`src/rtl/bitmap_row_shear_unit_assert.svh`:
```
// Assertion macros used by the bitmap row shear top level.
`ifndef BITMAP_ROW_SHEAR_UNIT_ASSERT_SVH
`define BITMAP_ROW_SHEAR_UNIT_ASSERT_SVH

// Same-cycle implication, sampled on clk and disabled during reset.
`define BRS_ASSERT_IMPLY(name, pre, post) \
    name: assert property (@(posedge clk) disable iff (!rst_n) (pre) |-> (post)) \
        else $error("bitmap_row_shear_unit: implication check failed");

// Next-cycle implication, sampled on clk and disabled during reset.
`define BRS_ASSERT_NEXT(name, pre, post) \
    name: assert property (@(posedge clk) disable iff (!rst_n) (pre) |=> (post)) \
        else $error("bitmap_row_shear_unit: next-cycle check failed");

`endif

```
`src/rtl/brs_pkg.sv`:
```
// Shared constants for the bitmap row shear block.
package brs_pkg;

    localparam int PIXEL_W       = 8;
    localparam int SHEAR_W       = 7;
    localparam int BYTE_SHIFT_W  = SHEAR_W - 3;
    localparam int BIT_SHIFT_W   = 3;
    localparam int DIV_CNT_W     = $clog2(SHEAR_W);
    localparam int BPR_CFG_W     = 5;
    localparam int ROWS_CFG_W    = 7;
    localparam int CFG_DATA_W    = 7;
    localparam int CFG_IDX_W     = 2;

    localparam int MAX_ROW_BYTES_DEF = 16;
    localparam int MAX_ROWS_DEF      = 64;

    localparam logic [CFG_IDX_W-1:0] REG_BYTES_PER_ROW = 2'd0;
    localparam logic [CFG_IDX_W-1:0] REG_ROW_COUNT     = 2'd1;
    localparam logic [CFG_IDX_W-1:0] REG_SHEAR_PIXELS  = 2'd2;

endpackage

```
`src/rtl/bitmap_row_shear_unit.sv`:
```
// Top level of the bitmap row shear block: sequencer, counters and output register.
//
// Pixel bytes of a 1-bit MSB-first glyph arrive on in_valid/in_ready, row by
// row, one byte per transfer; the sheared byte for the same position leaves on
// out_valid/out_ready together with end_of_row and end_of_glyph.
// Configuration is written through cfg_write/cfg_index/cfg_data while idle:
// index 0 bytes per row, 1 row count, 2 shear of the top row in pixels.
// The block takes one byte at a time. A byte that is not the first of its row
// goes through the write into the row buffer, the registered read of the two
// source bytes, and the merge into the output register. For the first byte
// of a row with a nonzero shift the row shift is found first, by a multiply
// and a seven-step restoring divide in the row shift unit. A plain byte's
// result passes the registered read and the output register before it shows
// on the outputs. The output register holds a finished result while the
// receiver stalls, and the next byte is taken meanwhile; a second result waits
// in the sequencer until the output register is free.
// Reset clears the row and byte counters, the row shift and the configuration
// (one byte per row, one row, no shear). The row buffer is not cleared.
module bitmap_row_shear_unit
    import brs_pkg::*;
#(
    parameter int MAX_ROW_BYTES = MAX_ROW_BYTES_DEF,
    parameter int MAX_ROWS      = MAX_ROWS_DEF
)
(
    input  logic                  clk,
    input  logic                  rst_n,
    input  logic                  in_valid,
    output logic                  in_ready,
    input  logic [PIXEL_W-1:0]    pixel_byte,
    output logic                  out_valid,
    input  logic                  out_ready,
    output logic [PIXEL_W-1:0]    sheared_byte,
    output logic                  end_of_row,
    output logic                  end_of_glyph,
    input  logic                  cfg_write,
    input  logic [CFG_IDX_W-1:0]  cfg_index,
    input  logic [CFG_DATA_W-1:0] cfg_data
);

`include "bitmap_row_shear_unit_assert.svh"

    localparam int BYTE_W = (MAX_ROW_BYTES > 1) ? $clog2(MAX_ROW_BYTES) : 1;
    localparam int ROW_W  = $clog2(MAX_ROWS);
    localparam int BPR_W  = ($clog2(MAX_ROW_BYTES + 1) > BPR_CFG_W) ?
                            $clog2(MAX_ROW_BYTES + 1) : BPR_CFG_W;
    localparam int RC_W   = ($clog2(MAX_ROWS + 1) > ROWS_CFG_W) ?
                            $clog2(MAX_ROWS + 1) : ROWS_CFG_W;
    localparam int IDX_W  = (BYTE_W > BYTE_SHIFT_W) ? BYTE_W : BYTE_SHIFT_W;
    localparam int BACK_W = BIT_SHIFT_W + 1;

    typedef enum logic [4:0] {
        S_IDLE  = 5'b00001,
        S_START = 5'b00010,
        S_WAIT  = 5'b00100,
        S_READ  = 5'b01000,
        S_COMP  = 5'b10000
    } state_t;

    state_t                state_reg;
    state_t                state_next;

    logic [BPR_CFG_W-1:0]  bytes_per_row_reg;
    logic [ROWS_CFG_W-1:0] row_count_reg;
    logic [SHEAR_W-1:0]    shear_pixels_reg;

    logic [BYTE_W-1:0]     byte_idx_reg;
    logic [ROW_W-1:0]      row_idx_reg;
    logic [BYTE_W-1:0]     byte_cur_reg;
    logic [SHEAR_W-1:0]    shift_reg;
    logic [ROW_W-1:0]      dist_reg;
    logic                  last_byte_reg;
    logic                  last_glyph_reg;
    logic                  in_range_reg;
    logic                  has_prev_reg;

    logic                  out_valid_reg;
    logic                  out_valid_next;
    logic [PIXEL_W-1:0]    out_byte_reg;
    logic                  out_eor_reg;
    logic                  out_eog_reg;

    logic [BPR_W-1:0]      bpr_ext;
    logic [BPR_W-1:0]      bpr_eff;
    logic [RC_W-1:0]       rows_ext;
    logic [RC_W-1:0]       rows_eff;
    logic [ROW_W-1:0]      rows_m1;
    logic                  last_byte;
    logic                  last_row;
    logic                  shift_zero;
    logic                  accept;
    logic                  load;

    logic [IDX_W-1:0]      byte_sh;
    logic [IDX_W-1:0]      cur_ext;
    logic [IDX_W-1:0]      src;
    logic                  in_range;
    logic                  has_prev;
    logic [BYTE_W-1:0]     addr_a;
    logic [BYTE_W-1:0]     addr_b;
    logic [BIT_SHIFT_W-1:0] bit_sh;
    logic [BACK_W-1:0]     back_sh;
    logic [PIXEL_W-1:0]    rd_data_a;
    logic [PIXEL_W-1:0]    rd_data_b;
    logic [PIXEL_W-1:0]    lo_part;
    logic [PIXEL_W-1:0]    hi_part;
    logic [PIXEL_W-1:0]    merged;

    logic                  div_start;
    logic                  div_done;
    logic [SHEAR_W-1:0]    div_quotient;

    // Configuration registers.
    always_ff @(posedge clk or negedge rst_n)
    begin
        if (!rst_n)
        begin
            bytes_per_row_reg <= BPR_CFG_W'(1);
            row_count_reg     <= ROWS_CFG_W'(1);
            shear_pixels_reg  <= '0;
        end
        else if (cfg_write)
        begin
            case (cfg_index)
                REG_BYTES_PER_ROW: bytes_per_row_reg <= cfg_data[BPR_CFG_W-1:0];
                REG_ROW_COUNT:     row_count_reg     <= cfg_data[ROWS_CFG_W-1:0];
                REG_SHEAR_PIXELS:  shear_pixels_reg  <= cfg_data[SHEAR_W-1:0];
                default:           ;
            endcase
        end
    end

    // Effective geometry: zero counts as one, large values saturate.
    always_comb
    begin
        bpr_ext = BPR_W'(bytes_per_row_reg);
        if (bpr_ext == '0)
        begin
            bpr_eff = BPR_W'(1);
        end
        else if (bpr_ext > BPR_W'(MAX_ROW_BYTES))
        begin
            bpr_eff = BPR_W'(MAX_ROW_BYTES);
        end
        else
        begin
            bpr_eff = bpr_ext;
        end

        rows_ext = RC_W'(row_count_reg);
        if (rows_ext == '0)
        begin
            rows_eff = RC_W'(1);
        end
        else if (rows_ext > RC_W'(MAX_ROWS))
        begin
            rows_eff = RC_W'(MAX_ROWS);
        end
        else
        begin
            rows_eff = rows_ext;
        end
    end

    assign rows_m1    = ROW_W'(rows_eff - RC_W'(1));
    assign last_byte  = BPR_W'(BPR_W'(byte_idx_reg) + BPR_W'(1)) >= bpr_eff;
    // A row at or past the last one has no shift, which also covers one-row glyphs.
    assign last_row   = row_idx_reg >= rows_m1;
    assign shift_zero = (shear_pixels_reg == '0) || last_row;

    assign in_ready = (state_reg == S_IDLE);
    assign accept   = in_valid && in_ready;
    assign load     = (state_reg == S_COMP) && (!out_valid_reg || out_ready);
    assign div_start = (state_reg == S_START);

    always_comb
    begin
        state_next = state_reg;
        case (state_reg)
            S_IDLE:
            begin
                if (accept)
                begin
                    if ((byte_idx_reg == '0) && !shift_zero)
                    begin
                        state_next = S_START;
                    end
                    else
                    begin
                        state_next = S_READ;
                    end
                end
            end
            S_START: state_next = S_WAIT;
            S_WAIT:
            begin
                if (div_done)
                begin
                    state_next = S_READ;
                end
            end
            S_READ: state_next = S_COMP;
            S_COMP:
            begin
                if (load)
                begin
                    state_next = S_IDLE;
                end
            end
            default: state_next = S_IDLE;
        endcase
    end

    always_ff @(posedge clk or negedge rst_n)
    begin
        if (!rst_n)
        begin
            state_reg    <= S_IDLE;
            byte_idx_reg <= '0;
            row_idx_reg  <= '0;
            shift_reg    <= '0;
        end
        else
        begin
            state_reg <= state_next;
            if (accept)
            begin
                if (last_byte)
                begin
                    byte_idx_reg <= '0;
                    row_idx_reg  <= last_row ? '0 : ROW_W'(row_idx_reg + 1'b1);
                end
                else
                begin
                    byte_idx_reg <= BYTE_W'(byte_idx_reg + 1'b1);
                end
                if ((byte_idx_reg == '0) && shift_zero)
                begin
                    shift_reg <= '0;
                end
            end
            else if ((state_reg == S_WAIT) && div_done)
            begin
                shift_reg <= div_quotient;
            end
        end
    end

    always_ff @(posedge clk)
    begin
        if (accept)
        begin
            byte_cur_reg   <= byte_idx_reg;
            dist_reg       <= ROW_W'(rows_m1 - row_idx_reg);
            last_byte_reg  <= last_byte;
            last_glyph_reg <= last_byte && last_row;
        end
        if (state_reg == S_READ)
        begin
            in_range_reg <= in_range;
            has_prev_reg <= has_prev;
        end
    end

    // Source bytes: the whole-byte part of the shift picks the entry, the
    // bit part pulls the low pixels of the entry to its left.
    assign byte_sh  = IDX_W'(shift_reg[SHEAR_W-1:BIT_SHIFT_W]);
    assign bit_sh   = shift_reg[BIT_SHIFT_W-1:0];
    assign cur_ext  = IDX_W'(byte_cur_reg);
    assign in_range = byte_sh <= cur_ext;
    assign src      = IDX_W'(cur_ext - byte_sh);
    assign has_prev = (src != '0) && (bit_sh != '0);
    assign addr_a   = src[BYTE_W-1:0];
    assign addr_b   = has_prev ? BYTE_W'(src - IDX_W'(1)) : '0;

    brs_row_buf #(
        .DEPTH  (MAX_ROW_BYTES),
        .ADDR_W (BYTE_W)
    ) u_row_buf (
        .clk       (clk),
        .wr_en     (accept),
        .wr_addr   (byte_idx_reg),
        .wr_data   (pixel_byte),
        .rd_en     (state_reg == S_READ),
        .rd_addr_a (addr_a),
        .rd_addr_b (addr_b),
        .rd_data_a (rd_data_a),
        .rd_data_b (rd_data_b)
    );

    brs_div #(
        .ROW_W (ROW_W)
    ) u_div (
        .clk      (clk),
        .rst_n    (rst_n),
        .start    (div_start),
        .shear    (shear_pixels_reg),
        .row_dist (dist_reg),
        .divisor  (rows_m1),
        .done     (div_done),
        .quotient (div_quotient)
    );

    assign back_sh = BACK_W'(PIXEL_W) - {1'b0, bit_sh};
    assign lo_part = rd_data_a >> bit_sh;
    assign hi_part = has_prev_reg ? PIXEL_W'(rd_data_b << back_sh) : '0;
    assign merged  = in_range_reg ? (lo_part | hi_part) : '0;

    always_comb
    begin
        out_valid_next = out_valid_reg;
        if (out_valid_reg && out_ready)
        begin
            out_valid_next = 1'b0;
        end
        if (load)
        begin
            out_valid_next = 1'b1;
        end
    end

    always_ff @(posedge clk or negedge rst_n)
    begin
        if (!rst_n)
        begin
            out_valid_reg <= 1'b0;
        end
        else
        begin
            out_valid_reg <= out_valid_next;
        end
    end

    always_ff @(posedge clk)
    begin
        if (load)
        begin
            out_byte_reg <= merged;
            out_eor_reg  <= last_byte_reg;
            out_eog_reg  <= last_glyph_reg;
        end
    end

    assign out_valid    = out_valid_reg;
    assign sheared_byte = out_byte_reg;
    assign end_of_row   = out_eor_reg;
    assign end_of_glyph = out_eog_reg;

    `BRS_ASSERT_NEXT(a_busy_after_transfer, in_valid && in_ready, !in_ready)
    `BRS_ASSERT_IMPLY(a_done_only_in_wait, div_done, state_reg == S_WAIT)
    `BRS_ASSERT_IMPLY(a_quotient_bound, div_done, div_quotient <= shear_pixels_reg)
    `BRS_ASSERT_NEXT(a_result_loaded, load, out_valid && in_ready)

endmodule

```
`src/rtl/brs_div.sv`:
```
// Row shift unit: one multiply, then a restoring divide one quotient bit per cycle.
module brs_div
    import brs_pkg::*;
#(
    parameter int ROW_W = 6
)
(
    input  logic               clk,
    input  logic               rst_n,
    input  logic               start,
    input  logic [SHEAR_W-1:0] shear,
    input  logic [ROW_W-1:0]   row_dist,
    input  logic [ROW_W-1:0]   divisor,
    output logic               done,
    output logic [SHEAR_W-1:0] quotient
);

    localparam int PROD_W = SHEAR_W + ROW_W;

    logic                 run_reg;
    logic                 done_reg;
    logic [DIV_CNT_W-1:0] cnt_reg;
    logic [ROW_W-1:0]     rem_reg;
    logic [ROW_W-1:0]     rem_next;
    logic [SHEAR_W-1:0]   quo_reg;
    logic [ROW_W-1:0]     divisor_reg;
    logic [PROD_W-1:0]    prod;
    logic [ROW_W:0]       trial;
    logic [ROW_W:0]       diff;
    logic                 ge;

    // The quotient never exceeds shear, so the top part of the product is
    // already below the divisor and only SHEAR_W steps remain.
    assign prod  = PROD_W'(shear) * PROD_W'(row_dist);
    assign trial = {rem_reg, quo_reg[SHEAR_W-1]};
    assign diff  = trial - {1'b0, divisor_reg};
    assign ge    = trial >= {1'b0, divisor_reg};

    always_comb
    begin
        if (ge)
        begin
            rem_next = diff[ROW_W-1:0];
        end
        else
        begin
            rem_next = trial[ROW_W-1:0];
        end
    end

    always_ff @(posedge clk or negedge rst_n)
    begin
        if (!rst_n)
        begin
            run_reg  <= 1'b0;
            done_reg <= 1'b0;
            cnt_reg  <= '0;
        end
        else
        begin
            done_reg <= 1'b0;
            if (start)
            begin
                run_reg <= 1'b1;
                cnt_reg <= '0;
            end
            else if (run_reg)
            begin
                if (cnt_reg == DIV_CNT_W'(SHEAR_W - 1))
                begin
                    run_reg  <= 1'b0;
                    done_reg <= 1'b1;
                end
                cnt_reg <= DIV_CNT_W'(cnt_reg + 1'b1);
            end
        end
    end

    always_ff @(posedge clk)
    begin
        if (start)
        begin
            rem_reg     <= prod[PROD_W-1:SHEAR_W];
            quo_reg     <= prod[SHEAR_W-1:0];
            divisor_reg <= divisor;
        end
        else if (run_reg)
        begin
            rem_reg <= rem_next;
            quo_reg <= {quo_reg[SHEAR_W-2:0], ge};
        end
    end

    assign done     = done_reg;
    assign quotient = quo_reg;

endmodule

```
`src/rtl/brs_row_buf.sv`:
```
// Row buffer: one write port and two registered read ports.
module brs_row_buf
    import brs_pkg::*;
#(
    parameter int DEPTH  = 16,
    parameter int ADDR_W = 4
)
(
    input  logic               clk,
    input  logic               wr_en,
    input  logic [ADDR_W-1:0]  wr_addr,
    input  logic [PIXEL_W-1:0] wr_data,
    input  logic               rd_en,
    input  logic [ADDR_W-1:0]  rd_addr_a,
    input  logic [ADDR_W-1:0]  rd_addr_b,
    output logic [PIXEL_W-1:0] rd_data_a,
    output logic [PIXEL_W-1:0] rd_data_b
);

    logic [PIXEL_W-1:0] mem [DEPTH];
    logic [PIXEL_W-1:0] rd_a_reg;
    logic [PIXEL_W-1:0] rd_b_reg;

    always_ff @(posedge clk)
    begin
        if (wr_en)
        begin
            mem[wr_addr] <= wr_data;
        end
    end

    always_ff @(posedge clk)
    begin
        if (rd_en)
        begin
            rd_a_reg <= mem[rd_addr_a];
            rd_b_reg <= mem[rd_addr_b];
        end
    end

    assign rd_data_a = rd_a_reg;
    assign rd_data_b = rd_b_reg;

endmodule
```
`config.mk`:
```
export PLATFORM = sky130hd
export DESIGN_NAME = bitmap_row_shear_unit
export DESIGN_NICKNAME = d
export VERILOG_FILES = /design/src/rtl/brs_pkg.sv /design/src/rtl/bitmap_row_shear_unit.sv /design/src/rtl/brs_div.sv /design/src/rtl/brs_row_buf.sv
export VERILOG_INCLUDE_DIRS = /design/src /design/src/rtl
export SDC_FILE = /design/constraint.sdc
export NUM_CORES = 1
export LEC_CHECK = 0
export BUFFER_PORTS_ARGS = -buffer_cell sky130_fd_sc_hd__buf_2
export CAP_MARGIN = 10
export CORE_MARGIN = 2
export CORE_UTILIZATION = 45
export DETAILED_ROUTE_END_ITERATION = 12
export MAX_ROUTING_LAYER = met4
export SYNTH_ARGS = -nofsm -noshare
export SYNTH_HDL_FRONTEND = slang
export SYNTH_HIERARCHICAL = 1
export SYNTH_SLANG_ARGS = --single-unit
```
`constraint.sdc`:
```
create_clock -name clk -period 10.4 [get_ports clk]
set_input_delay 0.52 -clock clk [delete_from_list [all_inputs] [get_ports clk]]
set_output_delay 0.52 -clock clk [all_outputs]
set_load 0.05 [all_outputs]
```
# Yosys cells after proc, flatten, opt, wreduce, memory -nomap -nowiden
# Memory sizes are Yosys's and may differ from the RTL's. A register that Yosys moved wholly into a read port is not among the register bits.
# Index checks and enable logic that the tools add are counted.
dict set report classes {
  addsub 10
  n_mul 1
  magnitude_cmp 6
  eq_ne 12
  n_shift 2
  n_mux 33
  bitwise_logic 1
  n_reduce_logical 28
}
# operator count
set op_table {}
lappend op_table {{6-bit 2-to-1 mux} 6}
lappend op_table {{7-bit 2-to-1 mux} 5}
lappend op_table {{5-bit 2-to-1 mux} 5}
lappend op_table {{5-bit case mux with 5 select lines} 1}
lappend op_table {{7-bit zero test} 2}
lappend op_table {{7-bit by 6-bit multiplier with 13-bit output} 1}
lappend op_table {{4-bit 2-to-1 mux} 3}
lappend op_table {{6-bit subtractor} 2}
lappend op_table {{1-bit 2-to-1 mux} 10}
lappend op_table {{2-bit AND reduction} 5}
lappend op_table {{1-bit logical AND} 8}
lappend op_table {{8-bit 2-to-1 mux} 1}
lappend op_table {{8-bit OR} 1}
lappend op_table {{8-bit by 4-bit left shift with 8-bit output} 1}
lappend op_table {{8-bit by 3-bit right shift with 8-bit output} 1}
lappend op_table {{7-bit by 6-bit greater-or-equal comparator with 1-bit output} 1}
lappend op_table {{7-bit > comparator, second input constant} 1}
lappend op_table {{6-bit by 1-bit adder with 6-bit output, second input constant} 1}
lappend op_table {{6-bit greater-or-equal comparator} 1}
lappend op_table {{3-bit 2-to-1 mux} 2}
lappend op_table {{2-bit by 1-bit inequality test with 1-bit output, second input constant} 3}
lappend op_table {{2-bit nonzero test} 3}
lappend op_table {{6-bit by 1-bit subtractor with 6-bit output, second input constant} 1}
lappend op_table {{4-bit by 1-bit adder with 5-bit output, second input constant} 1}
lappend op_table {{25 further kinds} 27}
dict set report totals {
  regBits 90
  ramBits 128
  input_bits 22
  out_inout_bits 12
  word_cells 117
  mem_count 1
}
# name words word_bits read_ports rd_ports_with_merged_regs wr line_no
set mem_list {}
lappend mem_list {u_row_buf.mem 16 8 2 2 1 brs_row_buf.sv:20} ;# logic [PIXEL_W-1:0] mem [DEPTH];

# Depth between registers and ports, before layout
dict set report depth {
  word_depth 11
  ltp_mapped 14
  mapped_depth_nobuf 14
}

# By module
# Netlist, hierarchy kept.
# module n_inst cells_each area_each_um2
set modules_own_cells {}
lappend modules_own_cells {brs_row_buf 1 307 6505.0}
lappend modules_own_cells {bitmap_row_shear_unit 1 371 3907.5}
lappend modules_own_cells {brs_div 1 254 2566.2}

# Worst setup path before layout
# OpenSTA, ideal clock, no wires.
dict set report synth_path {
  path_type {flip-flop to flip-flop}
  from {register dist_reg[5]}
  to {register u_div.rem_reg[5], data pin}
  setup_time_ps 264
  arrival_ps 3528
  t_required_ps 10136
  path_slack_ps 6608
  path_stages_with_launch 14
  path_buffers 0
  synth_period_minus_slack_ps 3792
  cell_sequence {edfxtp_1 -> and2_1 -> fa_1 -> fa_1 -> inv_1 -> fa_1 -> inv_1 -> ha_1 -> a211o_1 -> a31oi_1 -> o21ai_1 -> o31ai_1 -> xor2_1 -> a21oi_1}
}
dict set report synth_between {
  elab_chain_cells 2
}
# item line_no
set synth_lines {}
lappend synth_lines {{start, declared} bitmap_row_shear_unit.sv:71} ;# logic [ROW_W-1:0] dist_reg;
lappend synth_lines {{start signal, assigned} bitmap_row_shear_unit.sv:254} ;# dist_reg <= ROW_W'(rows_m1 - row_idx_reg);
lappend synth_lines {{7-bit by 6-bit multiplier with 13-bit output} brs_div.sv:34} ;# assign prod = PROD_W'(shear) * PROD_W'(row_dist);
lappend synth_lines {{6-bit 2-to-1 mux} brs_div.sv:81} ;# if (start)
lappend synth_lines {{end signal, assigned} brs_div.sv:83} ;# rem_reg <= prod[PROD_W-1:SHEAR_W];
lappend synth_lines {{end signal, assigned} brs_div.sv:89} ;# rem_reg <= rem_next;
lappend synth_lines {{end, declared} brs_div.sv:23} ;# logic [ROW_W-1:0] rem_reg;
# Every way passes these cells.
# A chain may end at the register's enable or synchronous reset.

# Final worst setup path
dict set report layout_path {
  from {register byte_cur_reg[0]}
  to {register u_row_buf.rd_b_reg[3] (netlist: u_row_buf/rd_data_b[3]), read port of u_row_buf.mem, data pin}
}
dict set report layout_between {
  elab_chain_cells 4
}
# item line_no
set layout_lines {}
lappend layout_lines {{start, declared} bitmap_row_shear_unit.sv:69} ;# logic [BYTE_W-1:0] byte_cur_reg;
lappend layout_lines {{start signal, assigned} bitmap_row_shear_unit.sv:253} ;# byte_cur_reg <= byte_idx_reg;
lappend layout_lines {{4-bit subtractor} bitmap_row_shear_unit.sv:271} ;# assign src = IDX_W'(cur_ext - byte_sh);
lappend layout_lines {{via addr_a[1]} bitmap_row_shear_unit.sv:99} ;# logic [BYTE_W-1:0] addr_a;
lappend layout_lines {{4-bit nonzero test} bitmap_row_shear_unit.sv:272} ;# assign has_prev = (src != '0) && (bit_sh != '0);
lappend layout_lines {{1-bit logical AND} bitmap_row_shear_unit.sv:272}
lappend layout_lines {{4-bit 2-to-1 mux} bitmap_row_shear_unit.sv:274} ;# assign addr_b = has_prev ? BYTE_W'(src - IDX_W'(1)) : '0;
lappend layout_lines {{via addr_b[0]} bitmap_row_shear_unit.sv:100} ;# logic [BYTE_W-1:0] addr_b;
lappend layout_lines {{end, declared} brs_row_buf.sv:22} ;# logic [PIXEL_W-1:0] rd_b_reg;
# The timed path passes the listed nets, and every way through them passes these cells.

==> parameters.txt <==
Parameter                              Value

Detailed routing
  Antenna violation net count after detailed routing    0
  Post-DR vias/cell    between 5 and 6
  Remaining DRCs    0
  Post-detailed-routing wire length    ~28000 µm
  Number of DRC violations after detailed-routing iteration 0    approximately 500
  Count of TritonRoute iterations in the first routing pass    5
  Number of vias after detailed routing    between 7000 and 8000
  Average routed wire per standard cell    20.0 µm

Power
  Switching power    2.08 mW
  Gate power share    a little over half
  Sequential share of power    between 20% and 30%
  Total power    5.10 mW
  Total power divided by cell area    355 mW/mm²
  Total leakage power    between 5 and 6 nW
  Switching part of the total power    about 41%
  Int Power    roughly 3 mW
  Proportion of power drawn by the clock network    18.1%
  IR drop worst, VDD    between 0.00015 and 0.0002 V

STA
  Part of the cycle the worst path needs    39.9%
  Final max-slew violation count    0
  Slew Limit Headroom    between 20% and 30%
  Final hold viol count    0
  Sum of negative setup slack    0 ns
  Worst hold margin    0.0611 ns
  Final period demand of the worst path    4.15 ns
  Max Clk Rate    0.241 GHz
  Setup clock skew after layout    roughly 0.016 ns
  Count of endpoints failing setup in the final report    0
  Unrepaired setup endpoints after global routing    no
  Slew of the pin with the lowest slew margin    between 1 and 1.5 ns

Synth
  Asr flop ratio synth    20.1%
  Post-Syn Nets    1030
  Share of the synthesized area in the top cell type    between 40% and 50%
  Synth warnings    6
  Area of the mapped netlist    between 0.01 and 0.015 mm²
  Ys flop type    sky130_fd_sc_hd__edfxtp_1
  Synth top area cells    sky130_fd_sc_hd__edfxtp_1, sky130_fd_sc_hd__dfrtp_1, sky130_fd_sc_hd__mux4_2, sky130_fd_sc_hd__mux4_1, sky130_fd_sc_hd__ha_1
  Distinct cells, synth    80
  Synth Area per Inst    roughly 14 µm²
  Number of synthesized register bits    ~230
  Number of flops mapped to enable cells by yosys    187
  Library cell occupying the most area in the post-synthesis netlist    sky130_fd_sc_hd__edfxtp_1
  Seq/Total Area, Yosys    52.4%
  Post-synthesis cell count    approximately 930

Clock tree
  Count of instances resized after the clock tree is built    0
  Number of buffers inserted to repair setup after CTS    0
  Sinks on the clock net    234
  Root buffer cell    sky130_fd_sc_hd__clkbuf_16
  Buffers from clock root to sink, at most    3
  Clock-pin slew on the worst setup and hold paths    roughly 0.06 ns
  Number of buffers added to fix hold violations after cts    0
  Total CTS buffers    27
  Clock latency on the worst-skew pair    ~0.56 ns
  Clock H-tree levels    1
  TritonCTS clock tree    done

Finish
  Top library cells by usage in the layout, fill and taps aside    sky130_fd_sc_hd__edfxtp_1, sky130_fd_sc_hd__inv_1, sky130_fd_sc_hd__nand2_1
  Count of filler cells inserted in the layout    around 2500
  Number of flip-flops in the largest register    around 130
  Register containing the most flip-flops in the final layout    u_row_buf/mem
  Commonest non-fill, non-tap cell in the layout    sky130_fd_sc_hd__edfxtp_1
  Final core utilization    about half
  Share of layout cells above drive strength 1    17.8%
  Nets    ~1100
  Area growth syn-to-layout    10.7%

Die
  Initial Util    about 45%
  Horiz. Die Dim    174 µm
  Ports placed on the boundary    34
  Die height    between 150 and 200 µm
  Total Die Area    approximately 0.030 mm²
  Cell row count    62
  Core outline area    approximately 0.029 mm²

Global route
  Busiest grt layer    met2
  Combined global-route utilization of all metal layers    19.1%
  First-pass GRT wire length    43700 µm
  Via count of the first global-routing pass    7757
  GR Util met3    under 10%
  Sum of overflow across all layers after global routing    0
  Largest net degree at the start of global routing    between 40 and 50
  Met1 demand-to-capacity share in global routing    between 20% and 30%
  Met2 track demand over resource    29.9%
  Initial antenna violation count    1

Setup path
  Reg-to-reg slack, setup    between 6 and 7 ns
  Element type at the critical path start    register
  Combined buffer and inverter count along the critical path    5
  CP Launch Point    byte_cur_reg[0]$_DFFE_PP_
  Worst Path Max Fanout    33
  Worst path cell trace    inv_1, ha_1, inv_1, fa_1, buf_4, inv_1, ha_1, nand2_1, a21oi_1, nor3_2, buf_4, mux4_1, a22oi_1, nand2_1
  Cell occurring most often along the worst timing path    sky130_fd_sc_hd__inv_1
  Launch instance of the worst register-to-register path    byte_cur_reg[0]$_DFFE_PP_
  Crit path capture type    register
  Library cell contributing the largest single delay on the critical path    sky130_fd_sc_hd__mux4_1
  Delay contributed by the slowest stage of the critical path    approximately 0.66 ns
  Data arrival, critical path    ~4.5 ns
  Category of the most critical setup path    register to register
  Kind of cell with the highest combined delay on the critical path    buffers and inverters
  Worst endpoint required time    roughly 11 ns

Place
  Post-DP HPWL    approximately 19000 µm
  Placer Congestion    ~0.83
  Number of buffer cells added on primary ports    33

Flow run
  Max-Cap Viols    0

Min path
  Hold crit path type    primary input to async pin

Run status
  Result of the run    finished clean
==> metal layers <==
metal	routed length [µm]	up-vias
li1	-	3621
met1	12900	3900
met2	12600	145
met3	1270	48
met4	660	0
met5	0	-
==> layout make-up <==
cell class              count  area, µm²  area share, %
flip-flops and latches    234       6800           47.3
clock buffers              35        727           5.06
repair buffers             41        225           1.57
clock inverters            15        145           1.01
multi-input cells         593       5700           39.7
diodes                      1       2.50         0.0174
inverters                  76        285           1.99
well taps                 384        480           3.34
==> cells in the mapped netlist, types with 4 or more instances <==
cell	count
sky130_fd_sc_hd__nand2b_1	10
sky130_fd_sc_hd__a22oi_1	32
sky130_fd_sc_hd__o21ai_0	24
sky130_fd_sc_hd__nand3_1	9
sky130_fd_sc_hd__edfxtp_1	187
sky130_fd_sc_hd__nor2b_1	12
sky130_fd_sc_hd__nor3b_1	4
sky130_fd_sc_hd__nand3b_1	4
sky130_fd_sc_hd__and2_1	35
sky130_fd_sc_hd__a211oi_1	5
sky130_fd_sc_hd__mux4_1	28
sky130_fd_sc_hd__clkdlybuf4s25_2	6
sky130_fd_sc_hd__o22ai_1	4
sky130_fd_sc_hd__inv_1	75
sky130_fd_sc_hd__or3_1	5
sky130_fd_sc_hd__dfrtp_1	44
sky130_fd_sc_hd__xor2_1	8
sky130_fd_sc_hd__nand2_1	68
sky130_fd_sc_hd__nor3_1	17
sky130_fd_sc_hd__ha_1	52
sky130_fd_sc_hd__xnor2_1	11
sky130_fd_sc_hd__buf_6	7
sky130_fd_sc_hd__o21a_1	9
sky130_fd_sc_hd__buf_2	7
sky130_fd_sc_hd__a21oi_1	17
sky130_fd_sc_hd__fa_1	24
sky130_fd_sc_hd__a21o_1	6
sky130_fd_sc_hd__mux4_2	37
sky130_fd_sc_hd__a31oi_1	5
sky130_fd_sc_hd__mux2i_1	22
sky130_fd_sc_hd__mux2_2	27
sky130_fd_sc_hd__nor2_1	58
==> worst register-to-register path: stages, from the launching register on <==
cell	delay (ns)
sky130_fd_sc_hd__edfxtp_1	0.38
sky130_fd_sc_hd__inv_1	0.08
sky130_fd_sc_hd__ha_1	0.16
sky130_fd_sc_hd__inv_1	0.05
sky130_fd_sc_hd__fa_1	0.48
sky130_fd_sc_hd__buf_4	0.41
sky130_fd_sc_hd__inv_1	0.19
sky130_fd_sc_hd__ha_1	0.24
sky130_fd_sc_hd__nand2_1	0.07
sky130_fd_sc_hd__a21oi_1	0.09
sky130_fd_sc_hd__nor3_2	0.14
sky130_fd_sc_hd__buf_4	0.54
sky130_fd_sc_hd__mux4_1	0.68
sky130_fd_sc_hd__a22oi_1	0.29
sky130_fd_sc_hd__nand2_1	0.10
==> cell families after synthesis <==
group / Yosys count / share of synthesized area, %
simple gates: 242 / 9.36
flops: 234 / 52.4
compound gates: 139 / 7.72
mux: 117 / 16.6
buf+inv: 105 / 3.93
fa+ha+maj: 76 / 8.71
xor+xnor: 19 / 1.28
==> worst paths after layout <==
check | cells past startpoint | end
worst max register to register | 14 | u_row_buf/rd_data_b[3]$_DFFE_PP_
worst min register to register | 0 | end_of_glyph$_DFFE_PP_
worst min-delay path | 2 | bpr_ext[3]$_DFFE_PN0P_
min in group clk | 2 | shear_pixels_reg[6]$_DFFE_PN0P_
max in group asynchronous | 2 | u_div/cnt_reg[2]$_DFFE_PN0P_
worst max-delay path | 14 | u_row_buf/rd_data_b[3]$_DFFE_PP_
==> power groups by stage <==
stage | clock network, mW | registers, mW | logic [mW]
after floorplan | 0 | 1.36 | 2.22
after global placement | 0 | 1.44 | 2.74
after detailed placement | 0 | 1.44 | 2.76
after CTS | 0.945 | 1.42 | 2.77
after global routing | 0.983 | 1.45 | 3.06
final | 0.923 | 1.42 | 2.75
==> per-stage QoR <==
| stage | worst slack [ns] | cell area, µm² | instances |
|---|---|---|---|
| after floorplan | 6.61 | 13000 | 932 |
| after global placement | 6.34 | 13500 | 1328 |
| after detailed placement | 6.31 | 13500 | 1328 |
| after CTS | 6.25 | 14400 | 1378 |
| after global routing | 6.01 | 14400 | 1379 |
| final | 6.25 | 14400 | 1379 |
Note: power is estimated with default switching activity, not from simulation.
